`config.mk`:
```
export PLATFORM = sky130hd
export DESIGN_NAME = centered_running_min_max_unit
export DESIGN_NICKNAME = d
export VERILOG_FILES = /design/src/crmm_pkg.sv /design/src/crmm_ram.sv /design/src/crmm_front.sv /design/src/crmm_back.sv /design/src/centered_running_min_max_unit.sv
export SDC_FILE = /design/constraint.sdc
export NUM_CORES = 2
export LEC_CHECK = 0
export ABC_AREA = 1
export BUFFER_PORTS_ARGS = -buffer_cell sky130_fd_sc_hd__buf_4
export CORE_MARGIN = 2
export CORE_UTILIZATION = 25
export DETAILED_ROUTE_END_ITERATION = 8
export HOLD_SLACK_MARGIN = 0.12
export PLACE_DENSITY = 0.38
export SLEW_MARGIN = 20
export SYNTH_ARGS = -nofsm -noshare
export SYNTH_HDL_FRONTEND = slang
export SYNTH_HIERARCHICAL = 1
export SYNTH_SLANG_ARGS = --single-unit
export TNS_END_PERCENT = 5
```
`constraint.sdc`:
```
create_clock -name clock -period 7.7 [get_ports clock]
set_input_delay 1.54 -clock clock [delete_from_list [all_inputs] [get_ports clock]]
set_output_delay 1.54 -clock clock [all_outputs]
set_load 0.01 [all_outputs]
```
`src/crmm_pkg.sv`:
```
// Shared types and constants of the centered running min/max unit.
package crmm_pkg;

   localparam int HALF_WINDOW_W = 4;
   localparam logic [HALF_WINDOW_W-1:0] HALF_WINDOW_RESET = HALF_WINDOW_W'(1);

   // At most this many results leave for one item.
   localparam int RESULT_LIMIT = 16;
   localparam int RESULT_CNT_W = $clog2(RESULT_LIMIT);

   // Entries of the queue between the front and the back.
   localparam int QUEUE_DEPTH = 2;

   localparam int NUM_WEDGES = 2;
   localparam int WEDGE_MAX  = 0;
   localparam int WEDGE_MIN  = 1;

   // Classification that the front attaches to each item.
   typedef struct packed {
      logic last;    // final sample of the stream
      logic rises;   // sample above the previous one: prune the max wedge
   } item_ctrl_type;

   typedef enum logic [3:0] {
      ST_IDLE = 4'b0001,
      ST_POP  = 4'b0010,
      ST_PUSH = 4'b0100,
      ST_SCAN = 4'b1000
   } back_state_type;

endpackage

```
`src/crmm_ram.sv`:
```
// Generic single-write, single-read RAM with registered, write-first read.
module crmm_ram #(
   parameter int WIDTH = 22,
   parameter int DEPTH = 32
) (
   input  logic                     clock,
   input  logic                     wr_en,
   input  logic [$clog2(DEPTH)-1:0] wr_addr,
   input  logic [WIDTH-1:0]         wr_data,
   input  logic [$clog2(DEPTH)-1:0] rd_addr,
   output logic [WIDTH-1:0]         rd_data
);

   localparam int ADDR_W = $clog2(DEPTH);

   logic [WIDTH-1:0] mem_ff [DEPTH];
   logic [WIDTH-1:0] rd_data_ff;
   logic [ADDR_W-1:0] rd_addr_q;

   assign rd_addr_q = rd_addr;

   always_ff @(posedge clock) begin
      if (wr_en) begin
         mem_ff[wr_addr] <= wr_data;
      end
      // a read of the address being written returns the new word
      if (wr_en && (wr_addr == rd_addr_q)) begin
         rd_data_ff <= wr_data;
      end else begin
         rd_data_ff <= mem_ff[rd_addr_q];
      end
   end

   assign rd_data = rd_data_ff;

endmodule

```
`src/crmm_front.sv`:
```
// Front end: accepts samples, classifies them against the previous one, queues them.
module crmm_front import crmm_pkg::*; #(
   parameter int SAMPLE_BITS = 16
) (
   input  logic                          clock,
   input  logic                          reset,
   input  logic                          req_valid,
   output logic                          req_stall,
   input  logic signed [SAMPLE_BITS-1:0] req_sample,
   input  logic                          req_end_of_stream,
   output logic                          q_valid,
   input  logic                          q_take,
   output logic signed [SAMPLE_BITS-1:0] q_sample,
   output item_ctrl_type                 q_ctrl
);

   localparam int PTR_W  = $clog2(QUEUE_DEPTH);
   localparam int FILL_W = $clog2(QUEUE_DEPTH + 1);

   logic signed [SAMPLE_BITS-1:0] prev_ff, prev_in;
   logic [FILL_W-1:0]             fill_ff, fill_in;
   logic [PTR_W-1:0]              wr_ptr_ff, wr_ptr_in;
   logic [PTR_W-1:0]              rd_ptr_ff, rd_ptr_in;
   logic signed [SAMPLE_BITS-1:0] slot_sample_ff [QUEUE_DEPTH];
   item_ctrl_type                 slot_ctrl_ff [QUEUE_DEPTH];
   item_ctrl_type                 new_ctrl;
   logic                          accept;

   function automatic logic [PTR_W-1:0] ptr_inc(input logic [PTR_W-1:0] p);
      return (p == PTR_W'(QUEUE_DEPTH - 1)) ? '0 : p + 1'b1;
   endfunction

   assign req_stall = (fill_ff == FILL_W'(QUEUE_DEPTH));
   assign accept    = req_valid && !req_stall;

   always_comb begin
      new_ctrl.last  = req_end_of_stream;
      new_ctrl.rises = (req_sample > prev_ff);
      prev_in   = prev_ff;
      wr_ptr_in = wr_ptr_ff;
      rd_ptr_in = rd_ptr_ff;
      if (accept) begin
         // a new stream compares its first sample against zero
         prev_in   = req_end_of_stream ? '0 : req_sample;
         wr_ptr_in = ptr_inc(wr_ptr_ff);
      end
      if (q_take) begin
         rd_ptr_in = ptr_inc(rd_ptr_ff);
      end
      fill_in = fill_ff + FILL_W'(accept) - FILL_W'(q_take);
   end

   always_ff @(posedge clock) begin
      if (reset) begin
         prev_ff   <= '0;
         fill_ff   <= '0;
         wr_ptr_ff <= '0;
         rd_ptr_ff <= '0;
      end else begin
         prev_ff   <= prev_in;
         fill_ff   <= fill_in;
         wr_ptr_ff <= wr_ptr_in;
         rd_ptr_ff <= rd_ptr_in;
      end
   end

   always_ff @(posedge clock) begin
      if (accept) begin
         slot_sample_ff[wr_ptr_ff] <= req_sample;
         slot_ctrl_ff[wr_ptr_ff]   <= new_ctrl;
      end
   end

   assign q_valid  = (fill_ff != '0);
   assign q_sample = slot_sample_ff[rd_ptr_ff];
   assign q_ctrl   = slot_ctrl_ff[rd_ptr_ff];

endmodule

```
`src/crmm_back.sv`:
```
// Back end: max and min wedges in RAM, pruning, expiry and the result register.
module crmm_back import crmm_pkg::*; #(
   parameter int MAX_HALF_WINDOW = 15,
   parameter int SAMPLE_BITS     = 16
) (
   input  logic                          clock,
   input  logic                          reset,
   input  logic [HALF_WINDOW_W-1:0]      half_window,
   input  logic                          q_valid,
   output logic                          q_take,
   input  logic signed [SAMPLE_BITS-1:0] q_sample,
   input  item_ctrl_type                 q_ctrl,
   output logic                          rsp_valid,
   input  logic                          rsp_stall,
   output logic signed [SAMPLE_BITS-1:0] rsp_window_max,
   output logic signed [SAMPLE_BITS-1:0] rsp_window_min,
   output logic                          rsp_last_of_stream
);

   localparam int DEPTH  = 2 * MAX_HALF_WINDOW + 2;
   localparam int MOD    = 4 * (MAX_HALF_WINDOW + 1);
   localparam int IDX_W  = $clog2(MOD);
   localparam int SLOT_W = $clog2(DEPTH);
   localparam int CNT_W  = $clog2(DEPTH + 1);
   localparam int WORD_W = SAMPLE_BITS + IDX_W;
   localparam int LIM_W  = IDX_W + 1;
   localparam int WCMP_W = (IDX_W > HALF_WINDOW_W) ? IDX_W : HALF_WINDOW_W;

   back_state_type state_ff, state_in;

   logic [SLOT_W-1:0] head_ff  [NUM_WEDGES];
   logic [SLOT_W-1:0] head_in  [NUM_WEDGES];
   logic [CNT_W-1:0]  count_ff [NUM_WEDGES];
   logic [CNT_W-1:0]  count_in [NUM_WEDGES];

   logic [IDX_W-1:0] in_idx_ff, in_idx_in;
   logic [IDX_W-1:0] out_idx_ff, out_idx_in;
   logic [IDX_W-1:0] cur_idx_ff, cur_idx_in;
   logic signed [SAMPLE_BITS-1:0] cur_sample_ff, cur_sample_in;
   logic cur_last_ff, cur_last_in;
   logic sel_max_ff, sel_max_in;
   logic [RESULT_CNT_W-1:0] emitted_ff, emitted_in;

   logic rsp_valid_ff, rsp_valid_in;
   logic signed [SAMPLE_BITS-1:0] rsp_max_ff, rsp_max_in;
   logic signed [SAMPLE_BITS-1:0] rsp_min_ff, rsp_min_in;
   logic rsp_last_ff, rsp_last_in;

   logic [NUM_WEDGES-1:0] wr_en;
   logic [SLOT_W-1:0]     wr_addr [NUM_WEDGES];
   logic [SLOT_W-1:0]     rd_addr [NUM_WEDGES];
   logic [WORD_W-1:0]     wr_word;
   logic [WORD_W-1:0]     rd_word [NUM_WEDGES];

   logic [WCMP_W-1:0]             hw_ext;
   logic [IDX_W-1:0]              w_idx;
   logic [IDX_W-1:0]              pend;
   logic [LIM_W-1:0]              limit;
   logic [NUM_WEDGES-1:0]         drop;
   logic [WORD_W-1:0]             sel_word;
   logic signed [SAMPLE_BITS-1:0] tail_value;
   logic [CNT_W-1:0]              sel_count;
   logic                          beats;
   logic                          out_free;
   logic                          finish;

   function automatic logic [SLOT_W-1:0] slot_of(input logic [SLOT_W-1:0] h,
                                                 input logic [CNT_W-1:0]  k);
      logic [CNT_W:0] sum;
      sum = (CNT_W + 1)'(h) + (CNT_W + 1)'(k);
      if (sum >= (CNT_W + 1)'(DEPTH)) begin
         sum = sum - (CNT_W + 1)'(DEPTH);
      end
      return sum[SLOT_W-1:0];
   endfunction

   function automatic logic [IDX_W-1:0] dist_of(input logic [IDX_W-1:0] newer,
                                                 input logic [IDX_W-1:0] older);
      logic [IDX_W:0] d;
      if (newer >= older) begin
         d = {1'b0, newer} - {1'b0, older};
      end else begin
         d = {1'b0, newer} + (IDX_W + 1)'(MOD) - {1'b0, older};
      end
      return d[IDX_W-1:0];
   endfunction

   function automatic logic [IDX_W-1:0] idx_inc(input logic [IDX_W-1:0] x);
      return (x == IDX_W'(MOD - 1)) ? '0 : x + 1'b1;
   endfunction

   // Clamp the half width to what the wedges are sized for.
   assign hw_ext = WCMP_W'(half_window);
   assign w_idx  = (hw_ext > WCMP_W'(MAX_HALF_WINDOW)) ? IDX_W'(MAX_HALF_WINDOW)
                                                        : IDX_W'(hw_ext);

   assign pend     = dist_of(cur_idx_ff, out_idx_ff);
   assign limit    = LIM_W'(pend) + LIM_W'(w_idx);
   assign out_free = !rsp_valid_ff || !rsp_stall;

   assign sel_word   = sel_max_ff ? rd_word[WEDGE_MAX] : rd_word[WEDGE_MIN];
   assign tail_value = sel_word[SAMPLE_BITS-1:0];
   assign sel_count  = sel_max_ff ? count_ff[WEDGE_MAX] : count_ff[WEDGE_MIN];
   assign beats      = sel_max_ff ? (cur_sample_ff > tail_value)
                                  : (cur_sample_ff < tail_value);
   assign wr_word    = {cur_idx_ff, cur_sample_ff};

   // Expire a head whose index fell out of the current window.
   always_comb begin
      for (int k = 0; k < NUM_WEDGES; k++) begin
         drop[k] = (count_ff[k] != '0) &&
                   (LIM_W'(dist_of(cur_idx_ff, rd_word[k][WORD_W-1:SAMPLE_BITS])) > limit);
      end
   end

   always_comb begin
      state_in      = state_ff;
      head_in       = head_ff;
      count_in      = count_ff;
      in_idx_in     = in_idx_ff;
      out_idx_in    = out_idx_ff;
      cur_idx_in    = cur_idx_ff;
      cur_sample_in = cur_sample_ff;
      cur_last_in   = cur_last_ff;
      sel_max_in    = sel_max_ff;
      emitted_in    = emitted_ff;
      rsp_valid_in  = rsp_valid_ff && rsp_stall;
      rsp_max_in    = rsp_max_ff;
      rsp_min_in    = rsp_min_ff;
      rsp_last_in   = rsp_last_ff;
      q_take        = 1'b0;
      wr_en         = '0;
      finish        = 1'b0;
      for (int k = 0; k < NUM_WEDGES; k++) begin
         wr_addr[k] = slot_of(head_ff[k], count_ff[k]);
      end

      unique case (state_ff)
         ST_IDLE: begin
            if (q_valid) begin
               q_take        = 1'b1;
               cur_sample_in = q_sample;
               cur_last_in   = q_ctrl.last;
               sel_max_in    = q_ctrl.rises;
               cur_idx_in    = in_idx_ff;
               in_idx_in     = idx_inc(in_idx_ff);
               emitted_in    = '0;
               if ((q_ctrl.rises ? count_ff[WEDGE_MAX] : count_ff[WEDGE_MIN]) != '0) begin
                  state_in = ST_POP;
               end else begin
                  state_in = ST_PUSH;
               end
            end
         end
         ST_POP: begin
            // drop dominated tail entries of the selected wedge, one a cycle
            for (int k = 0; k < NUM_WEDGES; k++) begin
               if (((k == WEDGE_MAX) == sel_max_ff) && beats) begin
                  count_in[k] = count_ff[k] - CNT_W'(1);
               end
            end
            if (!beats || (sel_count == CNT_W'(1))) begin
               state_in = ST_PUSH;
            end
         end
         ST_PUSH: begin
            for (int k = 0; k < NUM_WEDGES; k++) begin
               wr_en[k] = 1'b1;
               if (count_ff[k] == CNT_W'(DEPTH)) begin
                  // full: the new entry overwrites the oldest
                  head_in[k] = slot_of(head_ff[k], CNT_W'(1));
               end else begin
                  count_in[k] = count_ff[k] + CNT_W'(1);
               end
            end
            state_in = ST_SCAN;
         end
         ST_SCAN: begin
            if (!cur_last_ff && (pend < w_idx)) begin
               finish = 1'b1;
            end else if (|drop) begin
               for (int k = 0; k < NUM_WEDGES; k++) begin
                  if (drop[k]) begin
                     head_in[k]  = slot_of(head_ff[k], CNT_W'(1));
                     count_in[k] = count_ff[k] - CNT_W'(1);
                  end
               end
            end else if (out_free) begin
               rsp_valid_in = 1'b1;
               rsp_max_in   = (count_ff[WEDGE_MAX] != '0) ?
                              rd_word[WEDGE_MAX][SAMPLE_BITS-1:0] : '0;
               rsp_min_in   = (count_ff[WEDGE_MIN] != '0) ?
                              rd_word[WEDGE_MIN][SAMPLE_BITS-1:0] : '0;
               rsp_last_in  = cur_last_ff && (pend == '0);
               out_idx_in   = idx_inc(out_idx_ff);
               emitted_in   = emitted_ff + 1'b1;
               if ((pend == '0) || (emitted_ff == RESULT_CNT_W'(RESULT_LIMIT - 1))) begin
                  finish = 1'b1;
               end
            end
         end
         default: begin
            state_in = ST_IDLE;
         end
      endcase

      if (finish) begin
         state_in = ST_IDLE;
         if (cur_last_ff) begin
            // end of stream: empty the wedges and restart the indices
            for (int k = 0; k < NUM_WEDGES; k++) begin
               head_in[k]  = '0;
               count_in[k] = '0;
            end
            in_idx_in  = '0;
            out_idx_in = '0;
         end
      end
   end

   // Read the tail while pruning, the head otherwise.
   always_comb begin
      for (int k = 0; k < NUM_WEDGES; k++) begin
         if ((state_in == ST_POP) && ((k == WEDGE_MAX) == sel_max_in)) begin
            rd_addr[k] = slot_of(head_in[k], count_in[k] - CNT_W'(1));
         end else begin
            rd_addr[k] = head_in[k];
         end
      end
   end

   for (genvar g = 0; g < NUM_WEDGES; g++) begin : g_wedge
      crmm_ram #(
         .WIDTH (WORD_W),
         .DEPTH (DEPTH)
      ) u_ram (
         .clock   (clock),
         .wr_en   (wr_en[g]),
         .wr_addr (wr_addr[g]),
         .wr_data (wr_word),
         .rd_addr (rd_addr[g]),
         .rd_data (rd_word[g])
      );
   end

   always_ff @(posedge clock) begin
      if (reset) begin
         state_ff <= ST_IDLE;
         for (int k = 0; k < NUM_WEDGES; k++) begin
            head_ff[k]  <= '0;
            count_ff[k] <= '0;
         end
         in_idx_ff    <= '0;
         out_idx_ff   <= '0;
         rsp_valid_ff <= 1'b0;
      end else begin
         state_ff     <= state_in;
         head_ff      <= head_in;
         count_ff     <= count_in;
         in_idx_ff    <= in_idx_in;
         out_idx_ff   <= out_idx_in;
         rsp_valid_ff <= rsp_valid_in;
      end
   end

   always_ff @(posedge clock) begin
      cur_idx_ff    <= cur_idx_in;
      cur_sample_ff <= cur_sample_in;
      cur_last_ff   <= cur_last_in;
      sel_max_ff    <= sel_max_in;
      emitted_ff    <= emitted_in;
      rsp_max_ff    <= rsp_max_in;
      rsp_min_ff    <= rsp_min_in;
      rsp_last_ff   <= rsp_last_in;
   end

   assign rsp_valid          = rsp_valid_ff;
   assign rsp_window_max     = rsp_max_ff;
   assign rsp_window_min     = rsp_min_ff;
   assign rsp_last_of_stream = rsp_last_ff;

endmodule

```
`src/centered_running_min_max_unit.sv`:
```
// Top level of the centered running min/max unit.
//
//   channel  direction  handshake              payload
//   req      in         req_valid/req_stall    req_sample, req_end_of_stream
//   rsp      out        rsp_valid/rsp_stall    rsp_window_max, rsp_window_min,
//                                              rsp_last_of_stream
//   csr      in         csr_wr_en              csr_wr_data (half window)
//
// An item leaves the queue; then dominated tail entries of the selected wedge are
// removed one at a time until a tail compare stops pruning or the wedge empties;
// then the new entry is pushed; then come expiry steps and results, each result
// only while the result register is free, and a closing step unless its last
// result is for the newest index. The last item of a stream emits up to w+1
// results, one at a time, with any expiry steps between them. Each wedge RAM has
// one read port. Synchronous reset empties both wedges and sets the half window
// to 1; no clearing pass. Requests are taken while the two-entry queue has room;
// the result register holds its item under rsp_stall.
module centered_running_min_max_unit import crmm_pkg::*; #(
   parameter int MAX_HALF_WINDOW = 15,
   parameter int SAMPLE_BITS     = 16
) (
   input  logic                          clock,
   input  logic                          reset,
   input  logic                          req_valid,
   output logic                          req_stall,
   input  logic signed [SAMPLE_BITS-1:0] req_sample,
   input  logic                          req_end_of_stream,
   output logic                          rsp_valid,
   input  logic                          rsp_stall,
   output logic signed [SAMPLE_BITS-1:0] rsp_window_max,
   output logic signed [SAMPLE_BITS-1:0] rsp_window_min,
   output logic                          rsp_last_of_stream,
   input  logic                          csr_wr_en,
   input  logic [HALF_WINDOW_W-1:0]      csr_wr_data
);

   logic [HALF_WINDOW_W-1:0]      half_window_ff, half_window_in;
   logic                          q_valid;
   logic                          q_take;
   logic signed [SAMPLE_BITS-1:0] q_sample;
   item_ctrl_type                 q_ctrl;

   assign half_window_in = csr_wr_en ? csr_wr_data : half_window_ff;

   always_ff @(posedge clock) begin
      if (reset) begin
         half_window_ff <= HALF_WINDOW_RESET;
      end else begin
         half_window_ff <= half_window_in;
      end
   end

   crmm_front #(
      .SAMPLE_BITS (SAMPLE_BITS)
   ) u_front (
      .clock             (clock),
      .reset             (reset),
      .req_valid         (req_valid),
      .req_stall         (req_stall),
      .req_sample        (req_sample),
      .req_end_of_stream (req_end_of_stream),
      .q_valid           (q_valid),
      .q_take            (q_take),
      .q_sample          (q_sample),
      .q_ctrl            (q_ctrl)
   );

   crmm_back #(
      .MAX_HALF_WINDOW (MAX_HALF_WINDOW),
      .SAMPLE_BITS     (SAMPLE_BITS)
   ) u_back (
      .clock              (clock),
      .reset              (reset),
      .half_window        (half_window_ff),
      .q_valid            (q_valid),
      .q_take             (q_take),
      .q_sample           (q_sample),
      .q_ctrl             (q_ctrl),
      .rsp_valid          (rsp_valid),
      .rsp_stall          (rsp_stall),
      .rsp_window_max     (rsp_window_max),
      .rsp_window_min     (rsp_window_min),
      .rsp_last_of_stream (rsp_last_of_stream)
   );

endmodule

```
---- After elaboration in Yosys (flattened, before gate mapping) ----
Memories as Yosys holds them, arrays and structs flattened. A register that Yosys moved wholly into a read port is not among the register bits.
Index checks and enable logic that the tools add are counted.
word-level totals
  logic and storage cells ................. 204
  bits in writable memories ............... 1444
  register bits after elaboration ......... 108
  memories kept ........................... 4
memories
  name                            words  bits a word  rd ports  clocked after memory_dff  write ports  line              text
  u_back.g_wedge[0].u_ram.mem_ff  32     22           1         1                         1            crmm_ram.sv:16    logic [WIDTH-1:0] mem_ff [DEPTH];
  u_back.g_wedge[1].u_ram.mem_ff  32     22           1         1                         1            crmm_ram.sv:16
  u_front.slot_sample_ff          2      16           1         1                         1            crmm_front.sv:24  logic signed [SAMPLE_BITS-1:0] slot_sample_ff [QUEUE_DEPTH];
  u_front.slot_ctrl_ff            2      2            1         1                         1            crmm_front.sv:25  item_ctrl_type slot_ctrl_ff [QUEUE_DEPTH];
operators by class
  mux-type cells .......................... 83
  order comparisons ....................... 16
  equal/unequal tests ..................... 16
  reduce and logical (&&, ||, !) cells .... 28
  $add $sub $neg .......................... 33
  bitwise operators ....................... 4
operator list
  cell                   count
  $mux W6                23
  $mux W5                12
  $mux W12               4
  $mux W10               4
  $pmux W12 S3           1
  $sub A6 B6 Y6          6
  $gt A16 B16 Y1         2
  $mux W16               2
  $mux W4                8
  $add A6 B1 Y6 const B  5
  $sub A5 B1 Y5 const B  6
  $add A5 B6 Y7          4
  $ge A7 B6 Y1 const B   4
  $eq A6 B6 Y1 const B   4
  $mux W1                24
  $sub A6 B1 Y6 const B  4
  $pmux W10 S2           1
  $ge A6 B6 Y1           3
  $reduce_bool A6 Y1     3
  $lt A16 B16 Y1         1
  $pmux W4 S4            1
  $gt A6 B7 Y1           2
  $add A5 B1 Y6 const B  2
  $ge A6 B6 Y1 const B   2
  other kinds (28)       52

---- Logic depth before layout (Yosys ltp) ----
  depth after elaboration ................. 17
  depth in mapped cells ................... 49
  mapped depth without buffers ............ 47

---- Modules after synthesis ----
The synthesis kept the hierarchy.
by module, submodules not included
  module                         area an instance (µm²)  cells each  instances  seq. area each (µm²)
  crmm_ram                       28559.9                 2429        2          21240.4
  crmm_back                      8111.5                  1094        1          2602.5
  crmm_front                     2628.8                  217         1          1501.4
  centered_running_min_max_unit  175.2                   25          1          80.1

---- Worst setup path after synthesis ----
OpenSTA, ideal clock, no wires.
  path kind ............................... reg2reg
  from .................................... register u_back.cur_idx_ff[0]
  to ...................................... register with a tool-made name
  setup time .............................. 0.112 ns
  clock period less this slack ............ 5.751 ns
  arrival time ............................ 5.639 ns
  cell stages (with the launch flop) ...... 41
  slack ................................... 1.949 ns
  buffers on the path ..................... 1
  cells stage by stage .................... edfxtp_1 > inv_1 > ha_1 > inv_1 > fa_1 > xnor2_1 > inv_1 > ha_1 > inv_1 > a21oi_1 > nand2_1 > nand2_1 > nand2_1 > ha_1 > nand2_1 > inv_1 > nand2_1 > nand2_1 > [5 not listed] > nand2_2 > nand2_2 > nand3_2 > nand2_2 > nand3_4 > buf_6 > nand3_1 > ha_1 > inv_1 > fa_1 > a31oi_1 > inv_1 > nand4_1 > nand2_1 > nand2_1 > nand3_1 > nand2_1 > nand2_1
RTL lines
  element                   line              text
  start: declaration        crmm_back.sv:38   logic [IDX_W-1:0] cur_idx_ff, cur_idx_in;
  start signal: assignment  crmm_back.sv:267  cur_idx_ff <= cur_idx_in;

==> flow_summary.json <==
{
  "hold_path_class": "reg2reg",
  "avgSynthCellArea_sq_um": 10.98,
  "drive_gt1_share_pct": 9.748,
  "start_util_pct": 25.13,
  "rows": 191,
  "numCtsBuffers": 187,
  "cts_tree": "yes",
  "ys_seq_area_share_pct": 68.59,
  "combPwrFrac_pct": 36.4,
  "ios": 61,
  "die_y_microns": 525.7,
  "timing.final.ws_setup_ns": 0.8432,
  "slowest_stage": "inv_8",
  "synth_commonest_cells": "nand2_1, edfxtp_1, nand3_1",
  "first_pass_iters": 5,
  "drt_iter0_drc": 4135,
  "ys_types": 52,
  "p_clk_share_pct": 27.5,
  "clkTransAtPathRegs_ns": 0.06,
  "yosysMostFrequentCell": "nand2_1",
  "grt_max_degree": 118,
  "fin_crit_ns": 6.857,
  "reg2reg_slack_ns": 0.84,
  "holdBufCountCts": 0,
  "synthFlopType": "edfxtp_1",
  "p_seq_share_pct": 36.1,
  "ff2ff_path_depth": 45,
  "post-place-ws_ns": 0.8461,
  "cts_buffer_depth": 4,
  "die_w_microns": 525.7,
  "die-area_sq_mm": 0.2763,
  "cp_max_fo": 94,
  "synth_area_leaders": "edfxtp_1, nand2_1, nand3_1",
  "rsz0062_at_grt": "false",
  "synth_top_family_by_area": "simple AND/OR/NAND/NOR gates",
  "antenna_found_initial": 12,
  "max_freq_ghz": 0.1458,
  "synth_fa_ha_area_share_pct": 1.927,
  "cts-root-buf": "clkbuf_16",
  "synth.cell_area_sq_mm": 0.06804,
  "synth-compound-area-share_pct": 1.626,
  "required_ns": 8.41,
  "startpoint_type": "flop",
  "switching_share_pct": 40.21,
  "cts_resized": 0,
  "internal-power_mw": 18.25,
  "yosys.area_share.simple_pct": 22.87,
  "period_share_pct": 89.05,
  "dp_hpwl_mm": 129.0,
  "critPathMaxStageDelay_ns": 0.47,
  "gp_congestion": 0.8321,
  "post_cts_buffers": 0,
  "yosysTopAreaCellShare_pct": 66.38,
  "hold_violations": 0,
  "hold_depth": 2,
  "synth_top_area_cell": "edfxtp_1",
  "p_sw_mw": 12.27,
  "fin_setup_tns_ns": 0,
  "syn-num-nets": 6320,
  "grt_pass1_wl_mm": 326.0,
  "holdPathEnd": "u_front/prev_ff[3]$_SDFFE_PP0P_",
  "muxShareOfSynthArea_pct": 0.5186,
  "synth_xor_area_share_pct": 0.6308,
  "synth_edf_count": 1504,
  "drv_slew": 0,
  "hold_path.startpoint": "u_front/prev_ff[3]$_SDFFE_PP0P_",
  "drc": 0,
  "core_area_sq_mm": 0.2708,
  "hold_ws_ns": 0.4804,
  "skew_ns": 0.05637,
  "routed_wl_mm": 225.6,
  "peakVddDrop_v": 0.0003178,
  "via_per_inst": 4.564,
  "first_global_vias": 44670,
  "path_class": "reg2reg",
  "synth_warnings": 6,
  "relSlewSlack_pct": 26.32,
  "nNetsFinal": 6416,
  "wl_per_cell_microns": 22.55,
  "area_delta_synth_final_pct": 15.68,
  "numClockSinks": 1579,
  "outcome": "complete, no violations",
  "crit_arrival_ns": 7.57,
  "async_flop_share_pct": 0,
  "globalRouteOverflowTotal": 0,
  "htreeDepth": 4,
  "final-setup-viol-count": 0,
  "clk-insertion-delay-late_ns": 0.85,
  "final_util_pct": 29.07,
  "grt_use_total_pct": 15.97,
  "io_buffers": 60,
  "netlist_instances": 6194,
  "crit_top_cell": "nand2_1",
  "maxCapViolCount": 0,
  "design_power_total_mw": 30.52,
  "cp-end-kind": "flop",
  "synth_seq_cells": 1579,
  "worst_slew_pin_slew_ns": 1.103,
  "power.density_mw_per_mm2": 387.8,
  "leakagePower_nw": 28.97,
  "final_antenna_net_count": 0,
  "vias": 45670
}
## per-stage QoR
step           cell area, sq um  instances
2_1_floorplan             68040       6194
3_3_place_gp              73040       9670
3_5_place_dp              73040       9670
4_1_cts                   78670      10000
5_1_grt                   78700      10000
6_report                  78700      10010
## layer usage
metal	up-vias	share of wire, %	global-route usage [%]
met3	263	4.5	2.090
met1	22850	47	22.67
met4	0	2.2	4.054
li1	21580	-	-
met5	-	0	0
met2	972	46	25.60
## worst max-delay path: cells and delay by family (launching register included)
family | cells | cell delay [ns]
xor gates and xnor gates | 1 | 0.32
buffers and inverters | 7 | 1.21
AOI/OAI and AO/OA | 2 | 0.48
adders and majority gates | 4 | 1.31
and+or+nand+nor | 31 | 2.88
DFF | 1 | 0.43
## cell usage in the layout, fill, tap and decap left out, types with 20 or more instances in the layout
| cell | count |
|---|---|
| nand4_1 | 25 |
| nand2_1 | 2252 |
| clkbuf_16 | 189 |
| nor2_1 | 101 |
| nor2_2 | 65 |
| a21oi_1 | 72 |
| o21ai_0 | 41 |
| ha_1 | 92 |
| inv_1 | 228 |
| clkbuf_1 | 61 |
| edfxtp_1 | 1504 |
| nand3_1 | 1175 |
| dfxtp_1 | 67 |
| buf_4 | 217 |
| xor2_1 | 35 |
| clkinv_2 | 20 |
| clkinv_1 | 43 |
## state kept, by name (all words and copies together), names as in the netlist, 2 cells and up, named ones only
register and flops:
u_back/g_wedge.u_ram/mem_ff 1408, u_back/cur_idx_ff 6, half_window_ff 4, u_back/head_ff 10
u_back/cur_sample_ff 16, u_back/rsp_window_max 16, u_back/state_ff 4, u_back/count_ff 12
u_back/emitted_ff 4, u_back/out_idx_ff 6, u_front/slot_sample_ff 32, u_front/slot_ctrl_ff 4
u_front/fill_ff 2, u_front/prev_ff 16, u_back/in_idx_ff 6, u_back/rsp_window_min 16
## worst max-delay path by stage
| stage | from | end | slack (ns) | depth (start not counted) |
|---|---|---|---|---|
| floorplan | u_back/cur_idx_ff[0]$_DFFE_PP_ | flop | 1.95 | 40 |
| finish | flop | flop | 0.84 | 45 |
| global placement | flop | flop | 0.87 | 40 |
| detailed placement | flop | flop | 0.85 | 45 |
| CTS | flop | flop | 0.79 | 45 |
| global route | flop | flop | 0.31 | 45 |
## area by class of cell
class / count / area (sq um)
Antenna cell: 3 / 7.507
Clock buffer: 250 / 4959
Clock inverter: 81 / 666.9
Fill cell: 27840 / 192100
Inverter: 249 / 967.2
Multi-Input combinational cell: 4038 / 18950
Sequential cell: 1579 / 46690
Tap cell: 3570 / 4467
Timing Repair Buffer: 235 / 1997
## logic make-up (layout without fill, tap and decap cells)
group,after synthesis,count (layout)
buffers and inverters,577,815
multiplexers,33,33
other,0,3
AND/OR/NAND/NOR,3677,3677
flip-flops,1579,1579
XOR/XNOR,49,49
adder cells (fa/ha/maj),100,100
AO/OA/AOI/OAI,179,179
## power groups by stage
stage	clock (mW)	combinational [mW]	sequential, mW
after CTS	8.64	11.3	11.0
after global placement	0	11.3	11.2
after detailed placement	0	11.2	11.2
final	8.40	11.1	11.0
after global routing	8.97	12.3	11.0
after floorplan	0	6.01	11.6
No activity file was read; power rests on OpenSTA's default activity.
